`config.mk`:
```
export PLATFORM = sky130hd
export DESIGN_NAME = mf3_median_lane
export DESIGN_NICKNAME = d
export VERILOG_FILES = /design/src/sv/mf3_pkg.sv /design/src/sv/mf3_median_lane.sv
export SDC_FILE = /design/constraint.sdc
export NUM_CORES = 1
export LEC_CHECK = 0
export BUFFER_PORTS_ARGS = -buffer_cell sky130_fd_sc_hd__clkbuf_2
export CORE_MARGIN = 2
export CORE_UTILIZATION = 37
export DETAILED_ROUTE_END_ITERATION = 16
export PLACE_DENSITY_LB_ADDON = 0.2
export SLEW_MARGIN = 20
export SYNTH_ARGS = -nofsm -noshare
export SYNTH_HDL_FRONTEND = slang
export SYNTH_SLANG_ARGS = --single-unit
```
`constraint.sdc`:
```
create_clock -name clk -period 18.76 [get_ports clk]
set_clock_uncertainty 0.05 [all_clocks]
set_input_delay 2.814 -clock clk [delete_from_list [all_inputs] [get_ports clk]]
set_output_delay 2.814 -clock clk [all_outputs]
set_load 0.01 [all_outputs]
```
`src/sv/mf3_pkg.sv`:
```
// Shared types, constants and compare helpers for the 3x3 RGB median filter.
package mf3_pkg;

	localparam int CFG_W          = 12;
	localparam int COORD_W        = 11;
	localparam int CH_W           = 8;
	localparam int PIX_W          = 3 * CH_W;
	localparam int WIN_N          = 3;
	localparam int WIN_TAPS       = WIN_N * WIN_N;
	localparam int SIZE_LIMIT     = 2048;
	localparam int MAX_WIDTH_DEF  = 2048;
	localparam int REG_IDX_W      = 1;

	localparam logic [CFG_W-1:0] WIDTH_RESET  = 12'd640;
	localparam logic [CFG_W-1:0] HEIGHT_RESET = 12'd480;
	localparam logic [CFG_W-1:0] SIZE_MIN     = 12'd3;
	localparam logic [CFG_W-1:0] SIZE_TOP     = 12'(SIZE_LIMIT);

	localparam logic [REG_IDX_W-1:0] REG_IMAGE_WIDTH  = 1'd0;
	localparam logic [REG_IDX_W-1:0] REG_IMAGE_HEIGHT = 1'd1;

	typedef logic [CH_W-1:0]  chan_t;
	typedef logic [PIX_W-1:0] rgb_t;
	typedef rgb_t  [WIN_TAPS-1:0] rgb_win_t;
	typedef chan_t [WIN_TAPS-1:0] chan_win_t;

	typedef struct packed {
		logic [CH_W-1:0] pixel_blue;
		logic [CH_W-1:0] pixel_green;
		logic [CH_W-1:0] pixel_red;
	} pixel_t;

	typedef struct packed {
		logic [CH_W-1:0]    median_blue;
		logic [CH_W-1:0]    median_green;
		logic [CH_W-1:0]    median_red;
		logic [COORD_W-1:0] window_row;
		logic [COORD_W-1:0] window_col;
		logic               frame_done;
	} result_t;

	// Position tag that travels alongside a window through the lanes.
	typedef struct packed {
		logic [COORD_W-1:0] row;
		logic [COORD_W-1:0] col;
		logic               done;
	} tag_t;

	function automatic chan_t min2(input chan_t a, input chan_t b);
		return (a < b) ? a : b;
	endfunction

	function automatic chan_t max2(input chan_t a, input chan_t b);
		return (a < b) ? b : a;
	endfunction

	function automatic chan_t med3(input chan_t a, input chan_t b, input chan_t c);
		return max2(min2(a, b), min2(max2(a, b), c));
	endfunction

	// Clamp a size register to 3..top.
	function automatic logic [CFG_W-1:0] bound_size(input logic [CFG_W-1:0] v,
			input logic [CFG_W-1:0] top);
		logic [CFG_W-1:0] r;
		r = (v > top) ? top : v;
		if (r < SIZE_MIN) begin
			r = SIZE_MIN;
		end
		return r;
	endfunction

endpackage

```
`src/sv/mf3_median_lane.sv`:
```
// Two-stage median-of-nine network for one 8-bit color channel.
module mf3_median_lane (
	input  logic                clk,
	input  logic                en,
	input  mf3_pkg::chan_win_t  win,
	output mf3_pkg::chan_t      med
);

	mf3_pkg::chan_t lo_s1  [3];
	mf3_pkg::chan_t mid_s1 [3];
	mf3_pkg::chan_t hi_s1  [3];
	mf3_pkg::chan_t med_s2;

	// Sort each window column.
	always_ff @(posedge clk) begin
		if (en) begin
			for (int c = 0; c < 3; c++) begin
				lo_s1[c]  <= mf3_pkg::min2(mf3_pkg::min2(win[c], win[3+c]), win[6+c]);
				mid_s1[c] <= mf3_pkg::med3(win[c], win[3+c], win[6+c]);
				hi_s1[c]  <= mf3_pkg::max2(mf3_pkg::max2(win[c], win[3+c]), win[6+c]);
			end
		end
	end

	// Median = med(max of lows, med of mids, min of highs).
	always_ff @(posedge clk) begin
		if (en) begin
			med_s2 <= mf3_pkg::med3(
				mf3_pkg::max2(mf3_pkg::max2(lo_s1[0], lo_s1[1]), lo_s1[2]),
				mf3_pkg::med3(mid_s1[0], mid_s1[1], mid_s1[2]),
				mf3_pkg::min2(mf3_pkg::min2(hi_s1[0], hi_s1[1]), hi_s1[2]));
		end
	end

	assign med = med_s2;

endmodule

```
# --- After elaboration in Yosys (flattened, before gate mapping) ---
# Memory sizes are Yosys's and may differ from the RTL's.
# Index checks and enable logic that the tools add are counted.
# Widths: inputs -> output; s select.
op_classes:
  reduce_logical: 0
  n_addsub: 0
  shifts: 0
  eq_ne: 0
  mux: 32
  div_mod_pow: 0
  n_lt_le_gt_ge: 22
  mul: 0
  n_bitwise: 0
ops:
  columns: ["op", "count"]
  rows:
  - ["$mux 8", 30]
  - ["$lt 8x8->1", 22]
  - ["$mux 1", 2]
word_totals:
  elab_cells: 58
  reg_bits: 8
  rom_bits: 0
  in_bits: 74
  ramBits: 72
  memories: 3
  latchBits: 0
  out_inout_bits: 8
mem_list:
  columns: ["memory", "depth", "word_bits", "read_ports", "rd_ports_with_merged_regs", "write_ports", "line", "text"]
  rows:
  - ["hi_s1", 3, 8, 3, 0, 3, "mf3_median_lane.sv:11", "mf3_pkg::chan_t hi_s1 [3];"]
  - ["lo_s1", 3, 8, 3, 0, 3, "mf3_median_lane.sv:9", "mf3_pkg::chan_t lo_s1 [3];"]
  - ["mid_s1", 3, 8, 3, 0, 3, "mf3_median_lane.sv:10", "mf3_pkg::chan_t mid_s1 [3];"]

# --- Depth between registers and ports, before layout ---
logic_depth:
  depth_word: 12
  ltp_mapped: 52
  depth_no_buf: 45

# --- Worst setup path before layout ---
# OpenSTA, ideal clock, no wires.
synth_path:
  kind: "register to register"
  startpoint: "mem mid_s1[0][6] (netlist name)"
  endpoint: "reg med_s2[5] (netlist: med[5]) (data pin)"
  period_less_slack_ns: 10.831
  stages_incl_launch_ff: 49
  path_slack_ns: 7.929
  arrival_ns: 10.518
  path_buffers: 8
  required_ns: 18.447
  cell_sequence: "edfxtp_1 ha_1 a21o_1 a221oi_2 o21a_1 buf_6 buf_2 buf_1 clkbuf_1 mux2_2 ha_1 o21ai_0 a21oi_1 a221oi_1 o311a_4 buf_2 nor2_1 a21oi_1 [... 13 more ...] nand3_2 o21ai_4 buf_4 mux2i_1 ha_1 a21o_1 a21oi_1 nor2b_1 nor3_1 nand2_1 or3b_1 and2_1 ha_1 a21o_1 a211o_1 o22ai_1 a21o_2 a31oi_1"
synth_rtl:
  columns: ["element", "line", "text"]
  rows:
  - ["start, declared", "mf3_median_lane.sv:10", null]
  - ["end signal, assigned", "mf3_median_lane.sv:28", "med_s2 <= mf3_pkg::med3("]
  - ["end, declared", "mf3_median_lane.sv:12", "mf3_pkg::chan_t med_s2;"]

==> metrics.yaml <==
outcome: "completed"
gp_congestion: 0.967
antenna_found_initial: 0
route.met2.wl_um: 11800
clockBufferDepth: 2
rows: 58
post-cts-setup-buffers: 0
cts-root-buf: "clkbuf_16"
ys.warnings.count: 0
grt_max_degree: 81
hold_path.class: "flip-flop to flip-flop"
vias_per_cell: 5.43
ys_types: 78
grt_overflow: 0
num_io_pins: 82
max_cap_viol_count: 0
period_share_pct: 62.1
async_flop_share_pct: 0
fmax_ghz: 0.0858
critical_path.startpoint_type: "flip-flop"
dr_wl_met3_um: 888
dr_total_vias: 8260
wl_met1_um: 12400
slew_violations: 0
io_buffers: 81
critPathCaptureType: "flip-flop"
critical-path-top-delay-family: "compound AO/OA/AOI/OAI gates"
finalHoldViolations: 0
relSlewSlack_pct: 28.8
ys_seq_area_share_pct: 25.2
clkSinkCount: 80
final_layout_size_suffix_gt1_share_pct: 13.9
grt_pass1_vias: 8005
syn_area_um2: 9520
highest_layer: "met4"
htreeDepth: 3
dieArea_um2: 27000
crit_cells: 40
coreArea_um2: 25300
syn_avg_cell_area_um2: 8.51
holdPathStages: 4
avgRoutedWirePerCell_um: 16.7
ys.flop_type: "edfxtp_1"
ant_nets: 0
crit_arrival_ps: 11690
die_y_um: 164
postCtsHoldBufs: 0
yosys_register_bits: 80
tns_ps: 0
drtPass1Iterations: 5
crit_top_cell: "ha_1"
area_growth_pct: 10.7
synthCells: 1119
dp_hpwl_um: 21200
clk_latency_ps: 340
worst_slew_pin_slew_ps: 1070
n_antenna_cell: 0
crit_buf_inv: 2
final-setup-viol-count: 0
rsz0062_at_grt: "no"
nets: 1411
crit_fanout: 31
drt_iter0_drc: 570
cpMaxStageDelayCell: "nor3_1"
cts_buffers: 9
path_class: "flip-flop to flip-flop"
r2r_cells: 40
synth_edf_count: 80
die_w_um: 164
start_util_pct: 37.7
track_usage_pct: 19.4
clk_pin_slew_ps: 60
synth_nets: 1344
drc: 0
cts_tree: "done"
min_period_ps: 11660
worstPathRequired_ps: 18800
slowest_delay_ps: 730
cts_resized: 0
grt_pass1_wl_um: 41200
routed_wl_um: 25400
==> layout make-up <==
type                    instances  area, um2
fillers                      2519      14700
multi-input cells             874       6490
flip-flops and latches         80       2400
inverters                     135        507
repair buffers                 86        445
well taps                     330        413
clock buffers                  10        229
clock inverters                 5       48.8
==> metrics by stage <==
step	cells	instance area, um2	util (%)	worst slack, ps	hold WS [ps]
finish	1520	10500	41.7	7100	963
floorplan	1119	9520	-	7930	790
global placement	1505	10300	40.6	7600	954
detailed placement	1505	10300	40.6	7320	958
CTS	1520	10500	41.7	7230	959
global route	1520	10500	41.7	6180	1110
==> flip-flops by register name, indices dropped and copies added (netlist names) <==
name and cells:
hi_s1 24, lo_s1 24, med 8, mid_s1 24
==> tightest hold or removal path: cells and delay by family, from the launching register on <==
kind	cells	cell delay, ps
AO/OA/AOI/OAI	3	390
buffers and inverters	1	100
flip-flops	1	360
==> path summary, 6_finish.rpt <==
check	start	slack, ps	endpoint
worst max-delay path	mid_s1[0][7]	7100	med[7]
worst min-delay path	hi_s1[0][20]	960	med[4]
worst max register to register	mid_s1[0][7]	7100	med[7]
worst min register to register	hi_s1[0][20]	960	med[4]
==> cells by family (layout without fill, tap and decap cells) <==
group	count (synthesis)	count (layout)	synth area share [%]
fa+ha+maj	152	152	19.9
flops	80	80	25.2
buf+inv	165	236	6.73
simple gates	278	278	14.0
mux	89	89	9.87
compound gates	355	355	24.2
==> cell usage in the layout (no fill, tap or decap), types with 6 or more instances in the layout <==
cell / netlist / routed
and2_1: 10 / 10
a211oi_1: 26 / 26
mux2_2: 36 / 36
clkbuf_2: 0 / 80
o21ai_0: 99 / 99
a31oi_1: 16 / 15
nor2_1: 86 / 86
o211ai_1: 9 / 9
nand3_1: 18 / 18
a21o_1: 38 / 38
or3_1: 7 / 7
o22ai_1: 12 / 12
mux2i_1: 52 / 52
inv_1: 135 / 135
clkbuf_16: 0 / 9
a21oi_1: 89 / 87
nor3_1: 20 / 20
buf_4: 3 / 6
nand2b_1: 12 / 12
o21a_1: 13 / 13
edfxtp_1: 80 / 80
nand2_1: 81 / 81
ha_1: 151 / 151
nand4_1: 9 / 9
nor2b_1: 9 / 9
a221oi_1: 7 / 7
==> cells in the mapped netlist (3+ instances only) <==
library cell,number,area [um2]
a2111oi_0,3,26.3
a211o_1,5,43.8
a211oi_1,26,195
a21o_1,38,285
a21oi_1,89,445
a221oi_1,7,61.3
a31oi_1,16,100
and2_1,10,62.6
and3_1,4,25.0
and4_1,3,26.3
buf_1,5,18.8
buf_4,3,22.5
clkbuf_1,19,71.3
edfxtp_1,80,2400
ha_1,151,1890
inv_1,135,507
mux2_2,36,405
mux2i_1,52,521
nand2_1,81,304
nand2b_1,12,75.1
nand3_1,18,90.1
nand4_1,9,56.3
nor2_1,86,323
nor2b_1,9,56.3
nor3_1,20,100
o211ai_1,9,67.6
o21a_1,13,97.6
o21ai_0,99,495
o21ai_1,3,15.0
o22ai_1,12,75.1
or3_1,7,43.8
==> routing by layer <==
layer	vias up	global-route usage, %
li1	4267	-
met1	3817	26.6
met2	151	32.4
met3	25	2.74
met4	0	4.35
met5	-	0
Power is not shown: default switching activity piles up to over one toggle a cycle in this logic, so the estimate is an artifact.
